File: config.mk
export PLATFORM = sky130hd
export DESIGN_NAME = serial_hex_download_receiver
export DESIGN_NICKNAME = d
export VERILOG_FILES = /design/src/hw/rtl/sbdr_pkg.sv /design/src/hw/rtl/sbdr_front.sv /design/src/hw/rtl/sbdr_cmd_fifo.sv /design/src/hw/rtl/sbdr_back.sv /design/src/hw/rtl/serial_hex_download_receiver.sv
export SDC_FILE = /design/constraint.sdc
export NUM_CORES = 1
export LEC_CHECK = 0
export BUFFER_PORTS_ARGS = -buffer_cell sky130_fd_sc_hd__buf_2
export CORE_ASPECT_RATIO = 1.2
export CORE_MARGIN = 2
export CORE_UTILIZATION = 60
export DETAILED_ROUTE_END_ITERATION = 10
export GPL_TIMING_DRIVEN = 0
export PLACE_DENSITY = 0.78
export SYNTH_ARGS = -nofsm -noshare
export SYNTH_HDL_FRONTEND = slang
export SYNTH_SLANG_ARGS = --single-unit
File: constraint.sdc
create_clock -name clk -period 3.7 [get_ports clk]
set_input_delay 0.74 -clock clk [delete_from_list [all_inputs] [get_ports clk]]
set_output_delay 0.74 -clock clk [all_outputs]
set_load 0.05 [all_outputs]
File: src/hw/rtl/sbdr_pkg.sv
`timescale 1ns / 1ps
// sbdr_pkg: shared constants, reply command type and id byte selection
// for the serial download receiver. No dependencies.
package sbdr_pkg;

	localparam int ID_BYTES = 15;
	localparam int IDX_W    = (ID_BYTES > 1) ? $clog2(ID_BYTES) : 1;
	localparam int CNT_W    = $clog2(2 * ID_BYTES + 1);
	localparam int QDEPTH   = 4;
	localparam int QPTR_W   = $clog2(QDEPTH);

	localparam logic [7:0] CH_P = 8'h70;
	localparam logic [7:0] CH_W = 8'h77;
	localparam logic [7:0] CH_A = 8'h61;
	localparam logic [7:0] CH_D = 8'h64;
	localparam logic [7:0] CH_S = 8'h73;
	localparam logic [7:0] CH_C = 8'h63;
	localparam logic [7:0] CH_E = 8'h65;
	localparam logic [7:0] CH_K = 8'h6b;
	localparam logic [7:0] CH_R = 8'h72;

	localparam logic [3:0] ST_WAITING   = 4'd0;
	localparam logic [3:0] ST_CONNECTED = 4'd1;
	localparam logic [3:0] ST_WRONG_DEV = 4'd2;
	localparam logic [3:0] ST_ABORTED   = 4'd3;
	localparam logic [3:0] ST_DOWNLOAD  = 4'd4;
	localparam logic [3:0] ST_PROTO_ERR = 4'd5;
	localparam logic [3:0] ST_SYNC_ERR  = 4'd6;
	localparam logic [3:0] ST_CSUM_FAIL = 4'd7;
	localparam logic [3:0] ST_SUCCESS   = 4'd8;
	localparam logic [3:0] ST_RESETTING = 4'd9;

	localparam logic [0:0] CFG_ID_HIGH = 1'b0;
	localparam logic [0:0] CFG_ID_LOW  = 1'b1;

	typedef logic [ID_BYTES-1:0][7:0] version_t;

	typedef enum logic [1:0] {
		CMD_REPLY,
		CMD_COMMIT,
		CMD_BURST
	} cmd_kind_t;

	typedef struct packed {
		cmd_kind_t  kind;
		logic       tx_valid;
		logic [7:0] tx_byte;
		logic [3:0] status;
		logic       rreq;
	} cmd_t;

	// id byte i: bytes 0..6 from the high register, 7..14 from the low one
	function automatic logic [7:0] id_byte(input logic [55:0] hi, input logic [63:0] lo,
		input logic [CNT_W-1:0] i);
		logic [7:0] r;
		int k;
		k = int'(i);
		if (k < 7) begin
			r = hi[8 * (6 - k) +: 8];
		end else if (k < 15) begin
			r = lo[8 * (14 - k) +: 8];
		end else begin
			r = 8'd0;
		end
		return r;
	endfunction

endpackage

File: src/hw/rtl/sbdr_front.sv
`timescale 1ns / 1ps
// sbdr_front: protocol state machine; takes received bytes, keeps the record
// checksum and version, and issues reply commands. Uses sbdr_pkg.
module sbdr_front (
	input  logic                clk,
	input  logic                arst_n,
	input  logic                acc,
	input  logic [7:0]          rx_byte,
	output logic                push,
	output sbdr_pkg::cmd_t      cmd,
	output sbdr_pkg::version_t rec_version
);
	import sbdr_pkg::*;

	typedef enum logic [3:0] {
		PH_WAIT, PH_CONN, PH_ABORTED, PH_SYNC, PH_VERSION, PH_LENGTH, PH_ADDR_HI,
		PH_ADDR_LO, PH_TYPE, PH_DATA, PH_CHECK, PH_DONE, PH_HALT
	} phase_t;

	phase_t     phase_q, phase_d;
	logic [7:0] count_q, count_d, count_inc;
	logic [7:0] sum_q, sum_d, sum_add;
	logic [7:0] len_q, len_d;
	logic       ver_we;
	version_t   ver_q;

	assign count_inc   = count_q + 8'd1;
	assign sum_add     = sum_q + rx_byte;
	assign rec_version = ver_q;

	always_comb begin
		phase_d = phase_q;
		count_d = count_q;
		sum_d   = sum_q;
		len_d   = len_q;
		ver_we  = 1'b0;
		push    = 1'b0;
		cmd     = '{kind: CMD_REPLY, tx_valid: 1'b0, tx_byte: 8'd0, status: ST_WAITING,
			rreq: 1'b0};
		if (acc) begin
			unique case (phase_q)
				PH_WAIT: begin
					if (rx_byte == CH_P) begin
						push     = 1'b1;
						cmd.kind = CMD_BURST;
						phase_d  = PH_CONN;
					end
				end
				PH_CONN: begin
					push = 1'b1;
					if (rx_byte == CH_W) begin
						cmd.status = ST_WRONG_DEV;
						phase_d    = PH_HALT;
					end else if (rx_byte == CH_A) begin
						cmd.status = ST_ABORTED;
						phase_d    = PH_ABORTED;
					end else if (rx_byte == CH_D) begin
						cmd.status = ST_DOWNLOAD;
						phase_d    = PH_SYNC;
					end else begin
						cmd.status = ST_PROTO_ERR;
						phase_d    = PH_HALT;
					end
				end
				PH_ABORTED, PH_DONE: begin
					if (rx_byte == CH_R) begin
						push       = 1'b1;
						cmd.status = ST_RESETTING;
						cmd.rreq   = 1'b1;
						phase_d    = PH_WAIT;
						count_d    = 8'd0;
						sum_d      = 8'd0;
						len_d      = 8'd0;
					end else begin
						phase_d = PH_HALT;
					end
				end
				PH_SYNC: begin
					push = 1'b1;
					if (rx_byte == CH_S) begin
						cmd.tx_valid = 1'b1;
						cmd.tx_byte  = CH_S;
						cmd.status   = ST_DOWNLOAD;
						count_d      = 8'd0;
						phase_d      = PH_VERSION;
					end else begin
						cmd.status = ST_SYNC_ERR;
						phase_d    = PH_HALT;
					end
				end
				PH_VERSION: begin
					ver_we  = (count_q < 8'(ID_BYTES));
					count_d = count_inc;
					if (count_inc >= 8'(ID_BYTES)) begin
						phase_d = PH_LENGTH;
					end
				end
				PH_LENGTH: begin
					len_d   = rx_byte;
					sum_d   = rx_byte;
					phase_d = PH_ADDR_HI;
				end
				PH_ADDR_HI: begin
					sum_d   = sum_add;
					phase_d = PH_ADDR_LO;
				end
				PH_ADDR_LO: begin
					sum_d   = sum_add;
					phase_d = PH_TYPE;
				end
				PH_TYPE: begin
					sum_d   = sum_add;
					count_d = 8'd0;
					phase_d = (len_q == 8'd0) ? PH_CHECK : PH_DATA;
				end
				PH_DATA: begin
					sum_d   = sum_add;
					count_d = count_inc;
					if (count_inc >= len_q) begin
						phase_d = PH_CHECK;
					end
				end
				PH_CHECK: begin
					push         = 1'b1;
					cmd.tx_valid = 1'b1;
					if ((8'd0 - sum_q) != rx_byte) begin
						cmd.tx_byte = CH_C;
						cmd.status  = ST_CSUM_FAIL;
						phase_d     = PH_HALT;
					end else if (len_q == 8'd0) begin
						cmd.kind    = CMD_COMMIT;
						cmd.tx_byte = CH_E;
						cmd.status  = ST_SUCCESS;
						phase_d     = PH_DONE;
					end else begin
						cmd.tx_byte = CH_K;
						cmd.status  = ST_DOWNLOAD;
						phase_d     = PH_SYNC;
					end
				end
				default: begin
					phase_d = PH_HALT;
				end
			endcase
		end
	end

	always_ff @(posedge clk or negedge arst_n) begin
		if (!arst_n) begin
			phase_q <= PH_WAIT;
			count_q <= 8'd0;
			sum_q   <= 8'd0;
			len_q   <= 8'd0;
		end else begin
			phase_q <= phase_d;
			count_q <= count_d;
			sum_q   <= sum_d;
			len_q   <= len_d;
		end
	end

	// record version bytes, no reset
	always_ff @(posedge clk) begin
		if (ver_we) begin
			ver_q[count_q[IDX_W-1:0]] <= rx_byte;
		end
	end

endmodule

File: src/hw/rtl/sbdr_cmd_fifo.sv
`timescale 1ns / 1ps
// sbdr_cmd_fifo: short command queue between the front and back parts.
// Uses sbdr_pkg.
module sbdr_cmd_fifo (
	input  logic           clk,
	input  logic           arst_n,
	input  logic           push,
	input  sbdr_pkg::cmd_t push_cmd,
	input  logic           pop,
	output sbdr_pkg::cmd_t head,
	output logic           empty,
	output logic           full
);
	import sbdr_pkg::*;

	cmd_t              mem_q [QDEPTH];
	logic [QPTR_W-1:0] wr_ptr_q, rd_ptr_q;
	logic [QPTR_W:0]   cnt_q;
	logic              do_push, do_pop;

	assign empty   = (cnt_q == '0);
	assign full    = (cnt_q == (QPTR_W+1)'(QDEPTH));
	assign do_push = push && !full;
	assign do_pop  = pop && !empty;
	assign head    = mem_q[rd_ptr_q];

	always_ff @(posedge clk or negedge arst_n) begin
		if (!arst_n) begin
			wr_ptr_q <= '0;
			rd_ptr_q <= '0;
			cnt_q    <= '0;
		end else begin
			if (do_push) begin
				wr_ptr_q <= wr_ptr_q + 1'b1;
			end
			if (do_pop) begin
				rd_ptr_q <= rd_ptr_q + 1'b1;
			end
			if (do_push && !do_pop) begin
				cnt_q <= cnt_q + 1'b1;
			end else if (do_pop && !do_push) begin
				cnt_q <= cnt_q - 1'b1;
			end
		end
	end

	always_ff @(posedge clk) begin
		if (do_push) begin
			mem_q[wr_ptr_q] <= push_cmd;
		end
	end

endmodule

File: src/hw/rtl/sbdr_back.sv
`timescale 1ns / 1ps
// sbdr_back: expands reply commands into reply requests, holds the saved
// version and the output register. Uses sbdr_pkg.
module sbdr_back (
	input  logic               clk,
	input  logic               arst_n,
	input  sbdr_pkg::cmd_t     head,
	input  logic               q_empty,
	output logic               pop,
	input  sbdr_pkg::version_t rec_version,
	input  logic [55:0]        id_high,
	input  logic [63:0]        id_low,
	output logic               out_valid,
	input  logic               out_ready,
	output logic               tx_valid,
	output logic [7:0]         tx_byte,
	output logic               last_of_run,
	output logic [3:0]         link_status,
	output logic               reset_request
);
	import sbdr_pkg::*;

	logic             busy_q;
	logic [CNT_W-1:0] cnt_q;
	version_t         saved_q;
	logic             ov_q, txv_q, last_q, rreq_q;
	logic [7:0]       txb_q;
	logic [3:0]       st_q;
	logic             load_ok;
	logic [7:0]       burst_byte;
	logic [IDX_W-1:0] sv_idx;
	logic             burst_last;

	assign load_ok    = !ov_q || out_ready;
	assign pop        = load_ok && !busy_q && !q_empty;
	assign sv_idx     = IDX_W'(cnt_q - CNT_W'(ID_BYTES + 1));
	assign burst_last = (cnt_q == CNT_W'(2 * ID_BYTES));
	assign burst_byte = (cnt_q <= CNT_W'(ID_BYTES))
		? id_byte(id_high, id_low, CNT_W'(cnt_q - 1'b1)) : saved_q[sv_idx];

	always_ff @(posedge clk or negedge arst_n) begin
		if (!arst_n) begin
			busy_q  <= 1'b0;
			cnt_q   <= '0;
			saved_q <= '0;
			ov_q    <= 1'b0;
			txv_q   <= 1'b0;
			txb_q   <= 8'd0;
			last_q  <= 1'b0;
			st_q    <= ST_WAITING;
			rreq_q  <= 1'b0;
		end else if (load_ok) begin
			if (busy_q) begin
				ov_q   <= 1'b1;
				txv_q  <= 1'b1;
				txb_q  <= burst_byte;
				st_q   <= ST_CONNECTED;
				rreq_q <= 1'b0;
				last_q <= burst_last;
				cnt_q  <= cnt_q + 1'b1;
				if (burst_last) begin
					busy_q <= 1'b0;
				end
			end else if (!q_empty) begin
				ov_q <= 1'b1;
				unique case (head.kind)
					CMD_BURST: begin
						txv_q  <= 1'b1;
						txb_q  <= CH_P;
						st_q   <= ST_CONNECTED;
						rreq_q <= 1'b0;
						last_q <= 1'b0;
						busy_q <= 1'b1;
						cnt_q  <= CNT_W'(1);
					end
					CMD_COMMIT: begin
						saved_q <= rec_version;
						txv_q   <= head.tx_valid;
						txb_q   <= head.tx_byte;
						st_q    <= head.status;
						rreq_q  <= head.rreq;
						last_q  <= 1'b1;
					end
					default: begin
						txv_q  <= head.tx_valid;
						txb_q  <= head.tx_byte;
						st_q   <= head.status;
						rreq_q <= head.rreq;
						last_q <= 1'b1;
					end
				endcase
			end else begin
				ov_q <= 1'b0;
			end
		end
	end

	assign out_valid     = ov_q;
	assign tx_valid      = txv_q;
	assign tx_byte       = txb_q;
	assign last_of_run   = last_q;
	assign link_status   = st_q;
	assign reset_request = rreq_q;

endmodule

File: src/hw/rtl/serial_hex_download_receiver.sv
`timescale 1ns / 1ps
// serial_hex_download_receiver: top level; device id registers, protocol
// front end, command queue and reply back end. Uses sbdr_pkg and sbdr_* modules.
// path: a reply request passes through the command queue and then the output register
// throughput: one received byte per cycle while the four-entry command queue has room;
// the handshake burst holds the output register for 31 requests, one request a cycle while out_ready is high
// reset: arst_n clears protocol state, id registers and the saved version
module serial_hex_download_receiver (
	input  logic        clk,
	input  logic        arst_n,
	// received bytes
	input  logic        in_valid,
	output logic        in_ready,
	input  logic [7:0]  rx_byte,
	// reply requests
	output logic        out_valid,
	input  logic        out_ready,
	output logic        tx_valid,
	output logic [7:0]  tx_byte,
	output logic        last_of_run,
	output logic [3:0]  link_status,
	output logic        reset_request,
	// configuration writes
	input  logic        cfg_we,
	input  logic [0:0]  cfg_index,
	input  logic [63:0] cfg_data
);
	import sbdr_pkg::*;

	logic [55:0] id_high_q;
	logic [63:0] id_low_q;
	logic        acc;
	logic        q_push, q_pop, q_empty, q_full;
	cmd_t        q_in, q_head;
	version_t    rec_version;

	// device id registers; the user must write them only while idle, the block does not enforce it
	always_ff @(posedge clk or negedge arst_n) begin
		if (!arst_n) begin
			id_high_q <= '0;
			id_low_q  <= '0;
		end else if (cfg_we) begin
			unique case (cfg_index)
				CFG_ID_HIGH: id_high_q <= cfg_data[55:0];
				CFG_ID_LOW:  id_low_q  <= cfg_data;
				default:     id_low_q  <= id_low_q;
			endcase
		end
	end

	// every byte needs a free queue slot, so a commit always leaves the queue
	// before the next record version can be written
	assign in_ready = !q_full;
	assign acc      = in_valid && in_ready;

	// front: phase machine, checksum and record version
	sbdr_front u_front (
		.clk         (clk),
		.arst_n      (arst_n),
		.acc         (acc),
		.rx_byte     (rx_byte),
		.push        (q_push),
		.cmd         (q_in),
		.rec_version (rec_version)
	);

	// queue decouples byte intake from reply output stalls
	sbdr_cmd_fifo u_fifo (
		.clk      (clk),
		.arst_n   (arst_n),
		.push     (q_push),
		.push_cmd (q_in),
		.pop      (q_pop),
		.head     (q_head),
		.empty    (q_empty),
		.full     (q_full)
	);

	// back: expands commands, owns saved version and output register
	sbdr_back u_back (
		.clk           (clk),
		.arst_n        (arst_n),
		.head          (q_head),
		.q_empty       (q_empty),
		.pop           (q_pop),
		.rec_version   (rec_version),
		.id_high       (id_high_q),
		.id_low        (id_low_q),
		.out_valid     (out_valid),
		.out_ready     (out_ready),
		.tx_valid      (tx_valid),
		.tx_byte       (tx_byte),
		.last_of_run   (last_of_run),
		.link_status   (link_status),
		.reset_request (reset_request)
	);

endmodule
==> reports/qor.txt <==
Hold Crit Class = input pin to async pin
Slowest stage cell, crit path = dfrtp_1
Syn Area/Cell = 14.7 sq um
CTS sink cnt = 465
CTS tree = done
Vias in the first global route = 13200
Int Power = 12.2 mW
Final net count = 1659
Via/cell ratio = 6.22
Setup violations, final = 0
Mux share of post-synthesis cell area = 21.6%
First-pass GRT wire length = 76.8 mm
R2R Path End = u_back.tx_byte[3]
Yosys Warn Count = 0
Distinct cells, synth = 75
Largest family of logic cells by synthesized area = multiplexers
Layout cells sized above 1 = 33.9%
Clk buf depth = 3
WP buf/inv = 6
Post-route setup slack = 0.140 ns
Critical-path cell list = buf_2 > buf_4 > buf_4 > inv_1 > ha_1 > buf_4 > clkbuf_2 > mux4_2 > mux2i_1 > o32ai_1 > mux2i_1 > o22ai_1
Sequential element share of the synthesized area = 60.6%
Number of antenna violations at the first check in global routing = 0
Post-synth EDFFs = 168
Layout area overhead = 13.3%
Final max-slew violation count = 0
Worst-skew pair later-pin latency = 0.57 ns
CTS Buf Count = 45
Switching Power = 6.53 mW
GRT overflow = 0
Inserted Diodes = 0
Complex-gate fraction of the synthesized area = 5.96%
Clock transition at the registers of the reported paths = 0.06 ns
CP top delay family = buffers and inverters
Flop pwr share = 37.6%
Cts hold-fix bufs = 0
Tmin final = 3.56 ns
Area share of the leading cell type in the synthesized netlist = 36.1%
Initial Utilization = 60.7%
Die Area = 35800 sq um
Final ANT Viol Nets = 0
CTS H-Tree Depth = 2
Sw Ratio = 34.9%
Clock power share = 24.5%
Post-synth top area cell = dfrtp_1
Crit Reg-Reg Startpoint = u_back.cnt_q[1]
Via count = 12700
Mapped Cells = 1402
Final Cycle Share = 96.2%
Avg WL per Cell = 24.3 microns
Ys async rst share = 63.9%
Tot Pwr = 18.7 mW
Data arrival, critical path = 4.00 ns
Setup WS pre-CTS = -0.901 ns
Critical path's largest stage delay = 0.38 ns
Leakage power = 9.69 nW
Largest cells by area after synthesis = dfrtp_1 (36%), edfxtp_1 (25%), mux2_2 (14%)
Crit start category = flop
Top cell by count, worst path = buf_4
FMAX = 0.281 GHz
CTS root buf = clkbuf_16
Total Wirelength = 49.7 mm
Tot GR Track Use = 28.4%
Crit path required time = 4.14 ns
Post-DP HPWL = 34.0 mm
DRC = 0
R2R depth = 12
Placer Congestion = 0.895
Post-Syn Nets = 1512
XOR/XNOR Fraction of Synth Area = 1.52%
Die Width = 173 microns
Largest net degree at the start of global routing = 96
Status = completed
Worst rel slew slack = 14.4%
Synth Flop Type = dfrtp_1
Yosys reg bits = 465
VDD IR-drop max = 0.543 mV
Power Density = 803 nW/um^2
Core area = 33900 sq um
R2r setup slk = 0.14 ns
Worst hold slack = 0.108 ns
DR pass1 iterations = 7
Comb pwr share = 37.9%
Crit-path max FO = 10
Total negative slack = 0 ns
Row Count = 74
RSZ-0062 raised after global routing = false
IO Pins = 95
Crit Path Class = flop to flop
Initial DRC count = 1159
Synth Cell Area = 20600 sq um
Post-Synth Simple-Gate Area = 6.15%
Post-Synth Adder-Cell Area = 2.02%
Worst slew pin tran = 1.27 ns
Port Buffers = 94
Clock Skew = 0.0182 ns
Final core occ = 68.8%
Die H = 207 microns
Final Hold Fails = 0
Max Cap Viol = 0
Crit path capture type = flop
power groups by stage:
| stage | clock network, mW | registers, mW | logic [mW] |
|---|---|---|---|
| floorplan | 0 | 7.06 | 4.74 |
| global placement | 0 | 7.03 | 6.58 |
| detailed placement | 0 | 7.11 | 6.75 |
| CTS | 4.64 | 7.02 | 6.91 |
| global route | 4.85 | 7.15 | 7.59 |
| finish | 4.58 | 7.04 | 7.09 |
worst register-to-register path, stage by stage (launching register included):
cell and delay (ns):
dfrtp_1 0.38, buf_2 0.27, buf_4 0.31, buf_4 0.27, inv_1 0.16, ha_1 0.34
buf_4 0.25, clkbuf_2 0.34, mux4_2 0.34, mux2i_1 0.20, o32ai_1 0.18, mux2i_1 0.29
o22ai_1 0.12
per-layer routing:
metal | vias up | part of all wire [%] | track usage [%]
li1 | 5551 | - | -
met2 | 436 | 51 | 49.3
met1 | 6578 | 40 | 36.0
met3 | 122 | 5.6 | 4.85
met5 | - | 0 | 0
met4 | 0 | 3.9 | 11.4
state kept, by name (all words and copies together), names as in the netlist, 2 cells and up:
name                 flops
u_back.saved_q         120
u_fifo.wr_ptr_q          2
u_front.rec_version    120
u_front.sum_q            8
u_front.len_q            8
u_back.cnt_q             5
u_fifo.mem_q            48
u_fifo.cnt_q             3
id_high_q               56
u_front.phase_q          4
u_fifo.rd_ptr_q          2
u_back.link_status       4
u_back.tx_byte           8
id_low_q                64
u_front.count_q          8
layout by cell type (no fill, tap or decap), drive strengths merged, types with 4 or more instances in the layout:
| master | count |
|---|---|
| a221o | 4 |
| a21o | 7 |
| clkinv | 13 |
| a22o | 15 |
| mux2i | 25 |
| edfxtp | 168 |
| nor3 | 16 |
| ha | 30 |
| nand3 | 11 |
| clkbuf | 102 |
| inv | 27 |
| o21bai | 5 |
| nor2 | 54 |
| nor4b | 5 |
| buf | 135 |
| xnor2 | 22 |
| o21ai | 54 |
| a31oi | 9 |
| and2 | 9 |
| nand2b | 13 |
| a211oi | 5 |
| nand4 | 7 |
| a21oi | 37 |
| xor2 | 12 |
| mux4 | 63 |
| nand2 | 85 |
| and3 | 12 |
| dfrtp | 297 |
| nor2b | 14 |
| o22ai | 4 |
| or3 | 6 |
| o211ai | 7 |
| mux2 | 247 |
| a22oi | 8 |
| nor4 | 9 |
logic make-up after synthesis:
| logic type | Yosys count |
|---|---|
| adders and majority gates | 32 |
| DFF | 465 |
| buffers and inverters | 98 |
| xor gates and xnor gates | 34 |
| AOI/OAI and AO/OA | 184 |
| muxes | 335 |
| and+or+nand+nor | 254 |
Yosys cell counts (all sizes together) (14+ instances only):
cell    count
xnor2      22
nand2      85
a21oi      37
dfrtp     297
o21ai      54
clkbuf     36
inv        26
mux2i      25
a22o       15
nor2b      14
nor2       54
mux2      247
nor3       16
mux4       63
buf        36
edfxtp    168
ha         30
repair_timing:
action	CTS	global route
resized for setup	13	8
setup buffers	0	3
endpoints found under the setup margin	9	8
pin swaps	0	1
worst max path at each step:
stage | from | end | cells past startpoint
floorplan | rx_byte[0] | u_fifo.cnt_q[2] | 10
global placement | arst_n | u_front.phase_q[0] | 1
detailed placement | u_back.cnt_q[1] | u_back.tx_byte[0] | 12
CTS | u_back.cnt_q[0] | u_back.tx_byte[3] | 13
global route | u_back.cnt_q[1] | u_back.tx_byte[2] | 14
finish | u_back.cnt_q[1] | u_back.tx_byte[3] | 12
cell type report:
| cell class | count | area (sq um) |
|---|---|---|
| Sequential cell | 465 | 12500 |
| Fill cell | 2324 | 10600 |
| Multi-Input combinational cell | 839 | 7750 |
| Clock buffer | 65 | 1270 |
| Timing Repair Buffer | 100 | 586 |
| Tap cell | 456 | 571 |
| Buffer | 72 | 365 |
| Clock inverter | 18 | 193 |
| Inverter | 26 | 97.6 |
per-stage QoR:
| stage | area, sq um | cells |
|---|---|---|
| after floorplan | 20600 | 1402 |
| after global placement | 21600 | 1952 |
| after detailed placement | 21700 | 1955 |
| after CTS | 23200 | 2038 |
| after global routing | 23300 | 2041 |
| final | 23300 | 2041 |
Note: power is estimated with default switching activity, not from simulation.
